<file path="src/rtl/pe_base_reloc_parser_macros.svh">
// ----------------------------------------------------------------------------
// pe_base_reloc_parser_macros.svh
// assertion helpers shared by the relocation parser modules
// ----------------------------------------------------------------------------
`ifndef PE_BASE_RELOC_PARSER_MACROS_SVH
`define PE_BASE_RELOC_PARSER_MACROS_SVH

// property checked on every clock edge outside reset
`define PBR_ASSERT(lbl, prop) \
    lbl: assert property (@(posedge clk) disable iff (!rst_n) (prop)) \
        else $error("pbr assertion failed");

// condition that must never be true outside reset
`define PBR_NEVER(lbl, cond) \
    lbl: assert property (@(posedge clk) disable iff (!rst_n) !(cond)) \
        else $error("pbr forbidden condition");

`endif

</file>
<file path="src/rtl/pbr_pkg.sv">
// ----------------------------------------------------------------------------
// pbr_pkg
// types and constants of the base relocation parser
// ----------------------------------------------------------------------------
`default_nettype none

package pbr_pkg;

    localparam logic [31:0] HDR_BYTES   = 32'd8;
    localparam int          OFFSET_BITS = 12;
    localparam int          RESULT_DEPTH = 4;

    // result kind codes
    localparam logic [2:0] K_ENTRY      = 3'd0;
    localparam logic [2:0] K_CLEAN      = 3'd1;
    localparam logic [2:0] K_ZERO       = 3'd2;
    localparam logic [2:0] K_INVALID    = 3'd3;
    localparam logic [2:0] K_INCOMPLETE = 3'd4;
    localparam logic [2:0] K_TRUNCATED  = 3'd5;

    typedef enum logic [1:0] {
        PH_HEADER  = 2'd0,
        PH_ENTRIES = 2'd1,
        PH_STOPPED = 2'd2
    } phase_t;

    typedef struct packed {
        logic [2:0]  kind;
        logic [31:0] target_address;
        logic [3:0]  reloc_kind;
        logic        last_of_run;
    } result_t;

    // results produced by one accepted byte: an entry, then the status
    typedef struct packed {
        logic    ent_valid;
        logic    stat_valid;
        result_t ent;
        result_t stat;
    } step_out_t;

endpackage

`default_nettype wire

</file>
<file path="src/rtl/pbr_in_if.sv">
// ----------------------------------------------------------------------------
// pbr_in_if
// byte stream channel of the relocation parser
// ----------------------------------------------------------------------------
`default_nettype none

interface pbr_in_if;
    logic       valid;
    logic       ready;
    logic [7:0] data_byte;
    logic       final_byte;

    modport source (output valid, output data_byte, output final_byte, input ready);
    modport sink   (input valid, input data_byte, input final_byte, output ready);
endinterface

`default_nettype wire

</file>
<file path="src/rtl/pbr_out_if.sv">
// ----------------------------------------------------------------------------
// pbr_out_if
// result channel of the relocation parser
// ----------------------------------------------------------------------------
`default_nettype none

interface pbr_out_if;
    logic        valid;
    logic        ready;
    logic [2:0]  kind;
    logic [31:0] target_address;
    logic [3:0]  reloc_kind;
    logic        last_of_run;

    modport source (output valid, output kind, output target_address,
                    output reloc_kind, output last_of_run, input ready);
    modport sink   (input valid, input kind, input target_address,
                    input reloc_kind, input last_of_run, output ready);
endinterface

`default_nettype wire

</file>
<file path="src/rtl/pbr_core.sv">
// ----------------------------------------------------------------------------
// pbr_core
// block header collection, entry splitting and end status per byte
// ----------------------------------------------------------------------------
`default_nettype none

`include "pe_base_reloc_parser_macros.svh"

module pbr_core (
    input  wire logic              clk,
    input  wire logic              rst_n,
    input  wire logic              accept,
    input  wire logic [7:0]        data_byte,
    input  wire logic              final_byte,
    output pbr_pkg::step_out_t     step
);
    import pbr_pkg::*;

    phase_t      phase_reg, phase_next;
    logic [31:0] count_reg, count_next;
    logic [31:0] page_reg, page_next;
    logic [31:0] size_reg, size_next;
    logic [7:0]  low_reg, low_next;
    logic [2:0]  stop_reg, stop_next;

    logic [2:0]  hdr_pos;
    logic [31:0] size_full;
    logic [31:0] count_inc;
    logic [15:0] word;

    always_ff @(posedge clk or negedge rst_n)
    begin
        if (!rst_n)
        begin
            phase_reg <= PH_HEADER;
            count_reg <= '0;
            page_reg  <= '0;
            size_reg  <= '0;
            low_reg   <= '0;
            stop_reg  <= '0;
        end
        else if (accept)
        begin
            phase_reg <= phase_next;
            count_reg <= count_next;
            page_reg  <= page_next;
            size_reg  <= size_next;
            low_reg   <= low_next;
            stop_reg  <= stop_next;
        end
    end

    always_comb
    begin
        phase_next = phase_reg;
        count_next = count_reg;
        page_next  = page_reg;
        size_next  = size_reg;
        low_next   = low_reg;
        stop_next  = stop_reg;
        step       = '0;
        hdr_pos    = count_reg[2:0];
        size_full  = {data_byte, size_reg[23:0]};
        count_inc  = count_reg + 32'd1;
        word       = {data_byte, low_reg};

        case (phase_reg)
            PH_HEADER:
            begin
                // lane write, first byte of each word clears the rest
                if (!hdr_pos[2])
                begin
                    if (hdr_pos[1:0] == 2'd0)
                        page_next = {24'd0, data_byte};
                    else
                        page_next[{hdr_pos[1:0], 3'b000} +: 8] = data_byte;
                end
                else
                begin
                    if (hdr_pos[1:0] == 2'd0)
                        size_next = {24'd0, data_byte};
                    else
                        size_next[{hdr_pos[1:0], 3'b000} +: 8] = data_byte;
                end
                count_next = {29'd0, hdr_pos} + 32'd1;
                if (hdr_pos == 3'd7)
                begin
                    if (size_full == 32'd0)
                    begin
                        phase_next = PH_STOPPED;
                        stop_next  = K_ZERO;
                    end
                    else if (size_full < HDR_BYTES)
                    begin
                        phase_next = PH_STOPPED;
                        stop_next  = K_INVALID;
                    end
                    else if (size_full == HDR_BYTES)
                        count_next = '0;
                    else
                        phase_next = PH_ENTRIES;
                end
            end
            PH_ENTRIES:
            begin
                // header is even length, so odd count means high byte of an entry
                if (count_reg[0])
                begin
                    step.ent_valid = 1'b1;
                    step.ent.kind = K_ENTRY;
                    step.ent.target_address =
                        page_reg + {20'd0, word[OFFSET_BITS-1:0]};
                    step.ent.reloc_kind = word[15:OFFSET_BITS];
                    step.ent.last_of_run = 1'b0;
                end
                else if (count_inc < size_reg)
                    low_next = data_byte;
                count_next = count_inc;
                if (count_inc >= size_reg)
                begin
                    phase_next = PH_HEADER;
                    count_next = '0;
                end
            end
            PH_STOPPED:
            begin
                phase_next = PH_STOPPED;
            end
            default:
            begin
                phase_next = PH_HEADER;
            end
        endcase

        if (final_byte)
        begin
            step.stat_valid       = 1'b1;
            step.stat.last_of_run = 1'b1;
            if (phase_next == PH_STOPPED)
                step.stat.kind = stop_next;
            else if (phase_next == PH_ENTRIES)
                step.stat.kind = K_TRUNCATED;
            else if (count_next == 32'd0)
                step.stat.kind = K_CLEAN;
            else
                step.stat.kind = K_INCOMPLETE;
            phase_next = PH_HEADER;
            count_next = '0;
            page_next  = '0;
            size_next  = '0;
            low_next   = '0;
            stop_next  = '0;
        end

        if (!accept)
        begin
            step.ent_valid  = 1'b0;
            step.stat_valid = 1'b0;
        end
    end

    `PBR_ASSERT(a_final_restarts, accept && final_byte |=> phase_reg == PH_HEADER && count_reg == '0)
    `PBR_ASSERT(a_entry_on_odd, step.ent_valid |-> phase_reg == PH_ENTRIES && count_reg[0])
    `PBR_ASSERT(a_stopped_has_reason, phase_reg == PH_STOPPED |-> stop_reg == K_ZERO || stop_reg == K_INVALID)

endmodule

`default_nettype wire

</file>
<file path="src/rtl/pbr_fifo.sv">
// ----------------------------------------------------------------------------
// pbr_fifo
// small result queue, takes up to two results per cycle and gives one
// ----------------------------------------------------------------------------
`default_nettype none

`include "pe_base_reloc_parser_macros.svh"

module pbr_fifo #(
    parameter int Depth = pbr_pkg::RESULT_DEPTH
) (
    input  wire logic               clk,
    input  wire logic               rst_n,
    input  wire pbr_pkg::step_out_t step,
    input  wire logic               pop,
    output pbr_pkg::result_t        head,
    output logic                    not_empty,
    output logic                    has_room
);
    import pbr_pkg::*;

    localparam int PW = (Depth > 1) ? $clog2(Depth) : 1;
    localparam int CW = $clog2(Depth + 1);

    result_t         mem_reg [Depth];
    logic [PW-1:0]   wr_ptr_reg, wr_ptr_next;
    logic [PW-1:0]   rd_ptr_reg, rd_ptr_next;
    logic [CW-1:0]   count_reg, count_next;
    logic [PW-1:0]   wr_ptr_two;
    logic [1:0]      push_n;
    logic            push_two;
    result_t         first_res;

    function automatic logic [PW-1:0] ptr_inc(input logic [PW-1:0] ptr);
        logic [PW-1:0] r;
        if (ptr == PW'(Depth - 1))
            r = '0;
        else
            r = ptr + PW'(1);
        return r;
    endfunction

    always_comb
    begin
        push_n      = {1'b0, step.ent_valid} + {1'b0, step.stat_valid};
        push_two    = step.ent_valid && step.stat_valid;
        first_res   = step.ent_valid ? step.ent : step.stat;
        wr_ptr_two  = ptr_inc(wr_ptr_reg);
        wr_ptr_next = wr_ptr_reg;
        if (push_two)
            wr_ptr_next = ptr_inc(wr_ptr_two);
        else if (push_n != 2'd0)
            wr_ptr_next = wr_ptr_two;
        rd_ptr_next = pop ? ptr_inc(rd_ptr_reg) : rd_ptr_reg;
        count_next  = count_reg + CW'(push_n) - CW'(pop);
        head        = mem_reg[rd_ptr_reg];
        not_empty   = count_reg != '0;
        // room for a full beat's worth of results
        has_room    = count_reg <= CW'(Depth - 2);
    end

    always_ff @(posedge clk)
    begin
        if (push_n != 2'd0)
            mem_reg[wr_ptr_reg] <= first_res;
        if (push_two)
            mem_reg[wr_ptr_two] <= step.stat;
    end

    always_ff @(posedge clk or negedge rst_n)
    begin
        if (!rst_n)
        begin
            wr_ptr_reg <= '0;
            rd_ptr_reg <= '0;
            count_reg  <= '0;
        end
        else
        begin
            wr_ptr_reg <= wr_ptr_next;
            rd_ptr_reg <= rd_ptr_next;
            count_reg  <= count_next;
        end
    end

    `PBR_NEVER(a_no_overflow, count_reg > CW'(Depth))
    `PBR_ASSERT(a_pop_nonempty, pop |-> count_reg != '0)
    `PBR_ASSERT(a_two_fit, push_two |-> count_reg <= CW'(Depth - 2))

endmodule

`default_nettype wire

</file>
<file path="src/rtl/pe_base_reloc_parser.sv">
// ----------------------------------------------------------------------------
// pe_base_reloc_parser
// PE base relocation section parser, one byte per beat
// ----------------------------------------------------------------------------
// Takes one section byte per cycle, little-endian, with final_byte on the
// last one, and turns each 16-bit entry into page address plus offset with
// its type. All parsing for a byte is done in the cycle it is accepted, so
// a byte can be taken every cycle; results are registered into a Depth-entry
// queue and appear on the result channel from there, in the order made.
// A byte makes at most two results (an entry, then the final status), and
// stream.ready drops only while the queue has fewer than two free slots,
// which happens only when the result sink stalls.
// ----------------------------------------------------------------------------
`default_nettype none

module pe_base_reloc_parser #(
    parameter int Depth = pbr_pkg::RESULT_DEPTH
) (
    input  wire logic  clk,
    input  wire logic  rst_n,
    pbr_in_if.sink     stream,
    pbr_out_if.source  result
);
    import pbr_pkg::*;

    step_out_t step;
    result_t   head;
    logic      accept;
    logic      pop;
    logic      not_empty;
    logic      has_room;

    assign stream.ready = has_room;
    assign accept       = stream.valid && has_room;
    assign pop          = not_empty && result.ready;

    pbr_core u_core (
        .clk        (clk),
        .rst_n      (rst_n),
        .accept     (accept),
        .data_byte  (stream.data_byte),
        .final_byte (stream.final_byte),
        .step       (step)
    );

    pbr_fifo #(
        .Depth (Depth)
    ) u_fifo (
        .clk       (clk),
        .rst_n     (rst_n),
        .step      (step),
        .pop       (pop),
        .head      (head),
        .not_empty (not_empty),
        .has_room  (has_room)
    );

    assign result.valid          = not_empty;
    assign result.kind           = head.kind;
    assign result.target_address = head.target_address;
    assign result.reloc_kind     = head.reloc_kind;
    assign result.last_of_run    = head.last_of_run;

endmodule

`default_nettype wire

</file>
<file path="src/flat_wrapper.sv">
// flat-port wrapper written by rule: the top's interface ports become plain ports
module pe_base_reloc_parser_flat import pbr_pkg::*;
#(
    parameter int Depth = pbr_pkg::RESULT_DEPTH
)
  (clk, rst_n, stream_valid, stream_data_byte, stream_final_byte, stream_ready, result_valid, result_kind, result_target_address, result_reloc_kind, result_last_of_run, result_ready);
  pbr_in_if stream_i ();
  pbr_out_if result_i ();
  input  wire logic clk;
  input  wire logic rst_n;
  input wire logic [$bits(stream_i.valid)-1:0] stream_valid;
  input wire logic [$bits(stream_i.data_byte)-1:0] stream_data_byte;
  input wire logic [$bits(stream_i.final_byte)-1:0] stream_final_byte;
  output wire logic [$bits(stream_i.ready)-1:0] stream_ready;
  output wire logic [$bits(result_i.valid)-1:0] result_valid;
  output wire logic [$bits(result_i.kind)-1:0] result_kind;
  output wire logic [$bits(result_i.target_address)-1:0] result_target_address;
  output wire logic [$bits(result_i.reloc_kind)-1:0] result_reloc_kind;
  output wire logic [$bits(result_i.last_of_run)-1:0] result_last_of_run;
  input wire logic [$bits(result_i.ready)-1:0] result_ready;
  assign stream_i.valid = stream_valid;
  assign stream_i.data_byte = stream_data_byte;
  assign stream_i.final_byte = stream_final_byte;
  assign stream_ready = stream_i.ready;
  assign result_valid = result_i.valid;
  assign result_kind = result_i.kind;
  assign result_target_address = result_i.target_address;
  assign result_reloc_kind = result_i.reloc_kind;
  assign result_last_of_run = result_i.last_of_run;
  assign result_i.ready = result_ready;
  pe_base_reloc_parser #(.Depth(Depth)) u_core (.clk(clk), .rst_n(rst_n), .stream(stream_i), .result(result_i));
endmodule
</file>
<file path="config.mk">
export PLATFORM = sky130hd
export DESIGN_NAME = pe_base_reloc_parser_flat
export DESIGN_NICKNAME = d
export VERILOG_FILES = /design/src/rtl/pbr_pkg.sv /design/src/rtl/pbr_in_if.sv /design/src/rtl/pbr_out_if.sv /design/src/rtl/pbr_core.sv /design/src/rtl/pbr_fifo.sv /design/src/rtl/pe_base_reloc_parser.sv /design/src/flat_wrapper.sv
export VERILOG_INCLUDE_DIRS = /design/src /design/src/rtl
export SDC_FILE = /design/constraint.sdc
export NUM_CORES = 1
export LEC_CHECK = 0
export ABC_AREA = 0
export BUFFER_PORTS_ARGS = -buffer_cell sky130_fd_sc_hd__buf_4
export CAP_MARGIN = 25
export CORE_MARGIN = 2
export CORE_UTILIZATION = 55
export CTS_BUF_LIST = sky130_fd_sc_hd__clkbuf_8
export DETAILED_ROUTE_END_ITERATION = 16
export MAX_ROUTING_LAYER = met4
export PLACE_DENSITY_LB_ADDON = 0.3
export SYNTH_ARGS = -nofsm -noshare
export SYNTH_HDL_FRONTEND = slang
export SYNTH_SLANG_ARGS = --single-unit
</file>
<file path="constraint.sdc">
create_clock -name clk -period 5.51 [get_ports clk]
set_clock_uncertainty 0.05 [all_clocks]
set_input_delay 0.2755 -clock clk [delete_from_list [all_inputs] [get_ports clk]]
set_output_delay 0.2755 -clock clk [all_outputs]
set_load 0.05 [all_outputs]
</file>
* Word-level counts from Yosys, hierarchy flattened
Memory sizes are Yosys's and may differ from the RTL's. Index checks and enable logic that the tools add are counted.
Word-level totals: output and inout port bits 42, input port bits 13, memories 1, bits in registers 116, bits in writable memories 160, word-level logic and storage cells 107
Operators by class: add/subtract/negate cells 10, order comparisons 4, shift-type cells 2, reductions and logical operators 17, muxes and demuxes 53, eq/ne operators 11
Memory list:
- u_core.u_fifo.mem_reg | depth 4, width 40, rd ports 1, clocked after Yosys merged registers in 0, wr ports 2, RTL line pbr_fifo.sv:25 | result_t mem_reg [Depth];
Operator list (number):
- 32-bit two-way mux | 10
- 37-bit two-way mux | 2
- 32-bit bitwise mux | 2
- 32-bit logical NOT | 2
- 32-bit case mux with 2 select lines | 1
- 40-bit two-way mux | 1
- 32-bit by 1-bit adder with 32-bit output (second input constant) | 1
- 32-bit by 12-bit adder with 32-bit output | 1
- 32-bit by 4-bit equality test with 1-bit output (second input constant) | 1
- 32-bit >= comparator | 1
- 32-bit less-than comparator | 1
- 32-bit by 4-bit less-than comparator with 1-bit output (second input constant) | 1
- 8-bit two-way mux | 4
- 8-bit by 7-bit variable shift with 32-bit output (first input constant) | 1
- 8-bit by 7-bit variable part select with 32-bit output | 1
- 3-bit two-way mux | 9
- 2-bit two-way mux | 12
- 4-bit two-way mux | 4
- 2-bit nonzero test | 6
- 2-bit equality test (second input constant) | 5
- 1-bit two-way mux | 7
- 5-bit negator with 7-bit output | 1
- 2-bit by 1-bit adder with 2-bit output (second input constant) | 3
- 2-bit case mux with 3 select lines | 1
- other kinds (13) | 19

* Depth between registers and ports, before layout
Gate-level depths: netlist (run 1).
word-level depth 12, depth in mapped cells 17, depth with buffers taken out 15

* Hierarchy
From an unflattened synthesis (run 1), not the netlist that was laid out.
Second synthesis, totals: cell total of the unflattened synthesis 1357, area, all modules 16070.4 um2
Modules (own cells, without submodules):
- pbr_fifo | area an instance 8381.8 um2, cells each 449, sequential area each 4979.8 um2, times used 1
- pbr_core | area an instance 7676.1 um2, cells each 906, sequential area each 2727.6 um2, times used 1
- pe_base_reloc_parser | area an instance 12.5 um2, cells each 2, sequential area each 0.0 um2, times used 1

* Least setup slack after synthesis (run 1)
No wires, ideal clock.
kind register -> register, from register u_core.u_core.count_reg[0], to memory u_core.u_fifo.mem_reg[0][39] in the netlist's numbering, data pin, arrival 3776 ps, setup time 255 ps, stages on the path, launching flop included 17, data required time 5205 ps, setup slack 1428 ps, buffers on the path 3, clock period less this slack 4082 ps, cell sequence dfrtp_1 -> buf_4 -> nand4_2 -> or4_1 -> clkbuf_1 -> nor3_2 -> xnor2_1 -> ha_1 -> nand4_1 -> nor4_1 -> a221oi_1 -> nand3_1 -> clkbuf_1 -> o21ai_0 -> a221oi_2 -> nand3b_1 -> and3_1
RTL lines:
- start: declaration | RTL line pbr_core.sv:20 | logic [31:0] count_reg, count_next;
- start signal: assignment | RTL line pbr_core.sv:45 | count_reg <= count_next;
- end: declaration | RTL line pbr_fifo.sv:25

==> impl_metrics.py, run 1 <==
metrics = {
    "clock_network": {
        "cts_tree": "done",
        "clkTransAtPathRegs_ps": 60,
        "post_cts_resized": 0,
        "htree_levels": 2,
        "numCtsBuffers": 47,
        "clock_tree.buffer_depth": 3,
        "clock_sinks": 276,
        "clock_latency_ps": 570,
        "cts-root-buf": "clkbuf_8",
    },
    "global_routing": {
        "grt_usage_pct": 28.5,
        "grt_max_degree": 73,
        "grt_pass1_vias": 11600,
        "grt_antenna_before_repair": 0,
        "grt_pass1_wl_mm": 60.4,
        "overflow": 0,
    },
    "power": {
        "powerDensity_nw_per_um2": 381,
        "p_comb_share_pct": 30.6,
        "p_leak_nw": 6.46,
        "clock_power_share_pct": 30.4,
        "pwr-share-seq_pct": 39.0,
        "netSwitchingFraction_pct": 36.3,
        "p_int_mw": 3.89,
        "irDropWorstVdd_uv": 343,
        "p_switching_mw": 2.21,
    },
    "timing": {
        "worst_slack_ps": 597,
        "fin_crit_ps": 4910,
        "drv_slew": 0,
        "finalHoldViolCount": 0,
        "slew_headroom_pct": 32.9,
        "worst_pin_slew_ps": 999,
        "setup-tns-final_ps": 0,
        "setup_viol": 0,
        "rsz0062_at_grt": "no",
        "max_freq_mhz": 204,
        "fin_crit_sh_pct": 89.2,
    },
    "yosys": {
        "synthTopCellsByCount": "nand2_1, o21ai_0, dfxtp_1",
        "synth_compound_area_share_pct": 18.7,
        "synthFlopType": "dfxtp_1",
        "synth_adder_area_share_pct": 5.78,
        "synth_mux_area_share_pct": 6.78,
        "yosys.area_share.simple_pct": 17.2,
        "synth.distinct_cells": 70,
        "synth-edff-count": 16,
        "synth-xor-area-share_pct": 3.24,
        "synth_top_area_cell": "dfrtp_1",
        "yosysMostFrequentCell": "nand2_1",
        "syn_area_per_cell_sq_um": 9.18,
        "netlist_instances": 1562,
        "synth_top_area_share_pct": 20.2,
        "postSynth.asyncResetShare_pct": 42.0,
        "ys_warn_count": 0,
        "ys_seq_area_share_pct": 43.7,
        "syn-cell-area_sq_um": 14300,
        "synth-seq-cells": 276,
        "synth.area.top_cells": "dfrtp_1, dfxtp_1, nand2_1",
        "synth_top_family_by_area": "compound AO/OA/AOI/OAI gates",
        "synth_fp_nets": 1640,
    },
    "place": {
        "dp_cells": 1872,
        "dp_hpwl_mm": 26.0,
        "dp_slack_ps": 710,
        "portBuffers": 54,
        "postPlaceCellArea_sq_um": 14900,
        "gp_congestion": 0.968,
    },
    "floorplanning": {
        "die_area_sq_um": 27400,
        "start_util_pct": 55.5,
        "io_pins": 55,
        "core_sq_um": 25800,
        "die_w_um": 165,
        "fp.dieH_um": 165,
        "rows": 59,
    },
    "hold_path": {
        "min_from": "result_ready",
        "hp-class": "input pin to flip-flop",
    },
    "drt": {
        "drt_wl_total_mm": 37.4,
        "drtAntennaViolNets": 0,
        "drtIter0Drc": 1088,
        "num_vias": 12000,
        "drc": 0,
        "drt_first_pass_iters": 5,
        "wl_per_cell_um": 19.1,
        "routed_via_density": 6.11,
    },
    "layout": {
        "finish.instance_area_sq_um": 16000,
        "nFillCells": 2187,
        "layout.nets": 1673,
        "largest_reg_flops": 160,
        "stdcell_count": 1965,
        "area_growth_syn_to_layout_pct": 11.5,
        "final_layout_size_suffix_gt1_share_pct": 12.5,
        "diodes": 0,
    },
    "worst_setup_path": {
        "cp-startpoint": "u_core.u_core.count_reg[0]",
        "cp-start-kind": "flip-flop",
        "critical_path_class": "flip-flop to flip-flop",
        "reg2reg_from": "u_core.u_core.count_reg[0]",
        "required_ps": 5780,
        "crit_path_end_kind": "flip-flop",
        "critPathArrivalTime_ps": 5180,
        "crit_fanout": 15,
    },
    "run": {
        "max_cap_viol_count": 0,
    },
    "outcome": {
        "outcome": "finished clean",
    },
}
==> layout by cell type (no fill, tap or decap), drive strengths merged, types with 7 or more instances in the layout <==
master       instances
a21o                10
a21oi               49
a22o                45
a22oi               20
a2bb2oi             19
and2                 7
and3                17
and4                 7
buf                 71
clkbuf              55
dfrtp              116
dfxtp              144
dlygate4sd3          9
edfxtp              16
ha                  63
inv                 96
mux4                40
nand2              278
nand2b              13
nand3               29
nand4               27
nor2                49
nor2b               11
nor3                32
nor4                23
o21a                10
o21ai              204
o22ai               24
o31ai                9
or2                  7
or4                  7
xnor2               46
xor2                 7
==> cells by family after synthesis <==
| group | Yosys count |
|---|---|
| AOI/OAI and AO/OA | 430 |
| adders and majority gates | 65 |
| xor gates and xnor gates | 53 |
| muxes | 47 |
| DFF | 276 |
| and+or+nand+nor | 519 |
| buffers and inverters | 172 |
==> per-stage QoR <==
stage / util, % / total power [mW] / hold WS [ps]
finish: 61.9 / 6.10 / 70.0
global route: 61.9 / 6.44 / 82.6
CTS: 61.9 / 6.12 / 31.8
detailed placement: 57.8 / 4.26 / 308
global placement: 57.8 / 4.22 / 306
floorplan: - / 3.75 / -70.1
==> power groups by stage <==
stage	Sequential (mW)	Combinational, mW	Clock (mW)
after floorplan	2.33	1.42	0
after global placement	2.40	1.82	0
after detailed placement	2.41	1.84	0
after CTS	2.37	1.86	1.89
after global routing	2.40	2.05	1.99
final	2.38	1.87	1.85
==> what timing repair did <==
| item | CTS | global route |
|---|---|---|
| hold endpoints to repair | 66 | 0 |
| setup endpoints to repair | 0 | 0 |
| hold buffers | 9 | 0 |
| setup buffers | 0 | 0 |
==> metal layers <==
layer  vias up  GRT usage [%]  part of all wire (%)
li1       5703              -                     -
met1      5723           38.1                    44
met2       481           44.5                    46
met3        98           4.27                   6.5
met4         0           10.5                   3.2
met5         -              -                     0
==> worst max-delay path: stages (launching register included) <==
cell and delay [ps]:
dfrtp_1 670, nand4_2 260, or4_1 720, nor3_2 370, xnor2_1 130, ha_1 330
nand4_1 120, nor4_1 510, a221oi_1 200, nand3_1 380, nor2_1 80, buf_4 190
a221oi_2 270, nand3b_1 170, and3_1 210
==> path summary, 6_finish.rpt <==
check                                                     to  slack (ps)  cells past startpoint
worst max-delay path            u_core.u_fifo.mem_reg[3][39]         600                     14
worst min-delay path             u_core.u_fifo.rd_ptr_reg[0]          70                      3
worst max register to register  u_core.u_fifo.mem_reg[3][39]         600                     14
worst min register to register  u_core.u_fifo.mem_reg[3][19]         400                      2
max in group asynchronous        u_core.u_fifo.rd_ptr_reg[0]        3870                      3
min in group asynchronous         u_core.u_fifo.count_reg[0]         230                      2
==> final cells by class <==
cell class	count	area, sq um	area share, %
flip-flops and latches	276	6270	39.2
clock inverters	29	195	1.22
inverters	76	285	1.78
repair buffers	80	623	3.90
well taps	335	419	2.62
multi-input cells	1114	7440	46.5
clock buffers	55	757	4.73
(Power assumes the default switching activity.)
==> inputs of run 2 (changes only) <==
BUFFER_PORTS_ARGS = unset   (was -buffer_cell sky130_fd_sc_hd__buf_4)
DONT_BUFFER_PORTS = 1   (was unset)
==> impl_metrics.py, run 2 (synthesis gave the netlist of run 1 again) <==
metrics = {
    "hold_path": {
        "hp-class": "input pin to flip-flop",
    },
    "clock_network": {
        "post_cts.repair.setup_buffers": 0,
        "cts-root-buf": "clkbuf_8",
        "clock_tree.buffer_depth": 3,
        "htree_levels": 2,
        "cts_tree": "done",
        "post_cts_resized": 0,
        "numCtsBuffers": 45,
        "clock_sinks": 276,
        "clock_latency_ps": 590,
        "clkTransAtPathRegs_ps": 60,
    },
    "power": {
        "p_comb_share_pct": 30.1,
        "netSwitchingFraction_pct": 36.7,
        "pwr-share-seq_pct": 39.7,
        "clock_power_share_pct": 30.2,
        "powerDensity_nw_per_um2": 388,
        "irDropWorstVdd_uv": 321,
        "p_leak_nw": 6.24,
        "p_int_mw": 3.87,
        "p_switching_mw": 2.24,
        "power.total_mw": 6.11,
    },
    "layout": {
        "mostFrequentLayoutCells": "nand2_1, o21ai_0, dfxtp_1",
        "multiInputGateArea_sq_um": 7430,
        "largest_reg_flops": 160,
        "area_growth_syn_to_layout_pct": 9.90,
        "nFillCells": 2203,
        "layout.nets": 1629,
        "final_layout_size_suffix_gt1_share_pct": 9.89,
        "layout_commonest_cell": "nand2_1",
        "seqCellArea_sq_um": 6270,
        "diodes": 0,
    },
    "floorplanning": {
        "core_sq_um": 25800,
        "start_util_pct": 55.5,
        "die_w_um": 165,
        "die_area_sq_um": 27400,
        "fp.dieH_um": 165,
        "io_pins": 55,
        "rows": 59,
    },
    "drt": {
        "num_vias": 11900,
        "wl_per_cell_um": 19.9,
        "drtAntennaViolNets": 0,
        "drc": 0,
        "drt_wl_total_mm": 38.3,
        "routed_via_density": 6.18,
        "drt_first_pass_iters": 6,
        "drtIter0Drc": 1088,
    },
    "timing": {
        "max_freq_mhz": 209,
        "drv_slew": 0,
        "slew_headroom_pct": 34.4,
        "setup-tns-final_ps": 0,
        "setup_viol": 0,
        "finalHoldViolCount": 0,
        "worst_pin_slew_ps": 977,
        "hold-worst-slack_ps": 95.7,
        "fin_crit_sh_pct": 86.7,
        "fin_crit_ps": 4780,
        "rsz0062_at_grt": "no",
    },
    "global_routing": {
        "grt_max_degree": 117,
        "grt_usage_pct": 29.1,
        "grt.busiest_layer": "met2",
        "grt_antenna_before_repair": 0,
        "use_met2_pct": 45.9,
        "overflow": 0,
        "grt_pass1_vias": 11300,
        "grt_pass1_wl_mm": 60.8,
        "use_met3_pct": 5.32,
        "grtUsageMet1_pct": 37.4,
    },
    "outcome": {
        "outcome": "finished clean",
    },
    "place": {
        "gp_congestion": 0.987,
        "portBuffers": 0,
        "dp_hpwl_mm": 26.4,
    },
    "worst_setup_path": {
        "cp-start-kind": "flip-flop",
        "critical_path_class": "flip-flop to flip-flop",
        "critPathArrivalTime_ps": 5070,
        "crit_path_end_kind": "flip-flop",
        "crit_fanout": 15,
        "required_ps": 5800,
    },
    "run": {
        "max_cap_viol_count": 0,
    },
}
## run 2: cell types whose count changed in the layout (fill, tap and decap cells not counted), moves of 3 or more
cell,previous run,this run
inv_1,91,87
buf_16,0,4
dlygate4sd3_1,9,17
buf_4,71,17
clkinv_2,4,7
## run 2: layer usage
| layer | wire, um | part of all wire, % |
|---|---|---|
| met1 | 16400 | 43 |
| met4 | 1380 | 3.6 |
| met3 | 2680 | 7.0 |
| met5 | 0 | 0 |
| met2 | 17800 | 47 |
## run 2: metrics by stage
stage,utilization [%],worst slack [ps],instance area [sq um],instances
global placement,56.2,902,14500,1818
detailed placement,56.5,900,14600,1820
CTS,61.0,853,15800,1922
floorplan,-,1430,14300,1562
finish,61.0,730,15800,1922
global route,61.0,419,15800,1922
## run 2: worst max-delay path, cell delays in order (launching register included)
cell,delay [ps]
dfrtp_1,690
ha_1,340
nand4_2,220
nor3_2,410
nor3b_1,290
xor2_1,370
ha_1,230
nand4_1,170
or3_1,400
a21oi_1,140
o311a_1,180
buf_4,180
nor2_1,70
buf_4,170
a221oi_2,270
nand3b_1,160
and3_1,190
## run 2: final timing paths
| path | from | end | slack (ps) | depth (start not counted) |
|---|---|---|---|---|
| max in group asynchronous | rst_n | u_core.u_core.page_reg[29] | 4680 | 2 |
| setup reg to reg | u_core.u_core.count_reg[0] | u_core.u_fifo.mem_reg[3][39] | 730 | 16 |
| setup / recovery | u_core.u_core.count_reg[0] | u_core.u_fifo.mem_reg[3][39] | 730 | 16 |
| hold / removal | stream_final_byte | u_core.u_core.low_reg[5] | 100 | 4 |
| min in group asynchronous | rst_n | u_core.u_fifo.count_reg[2] | 250 | 2 |
| hold reg to reg | u_core.u_fifo.mem_reg[3][28] | u_core.u_fifo.mem_reg[3][28] | 400 | 2 |
## run 2: layout make-up
type	instances	share of cell area (%)
Tap cell	335	2.66
Inverter	76	1.81
Clock buffer	56	4.89
Clock inverter	27	1.10
Timing Repair Buffer	38	2.59
Sequential cell	276	39.8
Multi-Input combinational cell	1114	47.2
## run 2: power by group through the flow
stage,Sequential [mW],Clock (mW),Combinational (mW)
after floorplan,2.33,0,1.42
after global placement,2.45,0,1.69
after detailed placement,2.46,0,1.74
after CTS,2.42,1.87,1.82
after global routing,2.45,1.96,2.01
final,2.43,1.84,1.84
## run 2: repair_timing
| action | CTS | global route |
|---|---|---|
| endpoints found under the hold margin | 247 | 0 |
| endpoints found under the setup margin | 0 | 0 |
| hold buffers | 19 | 0 |
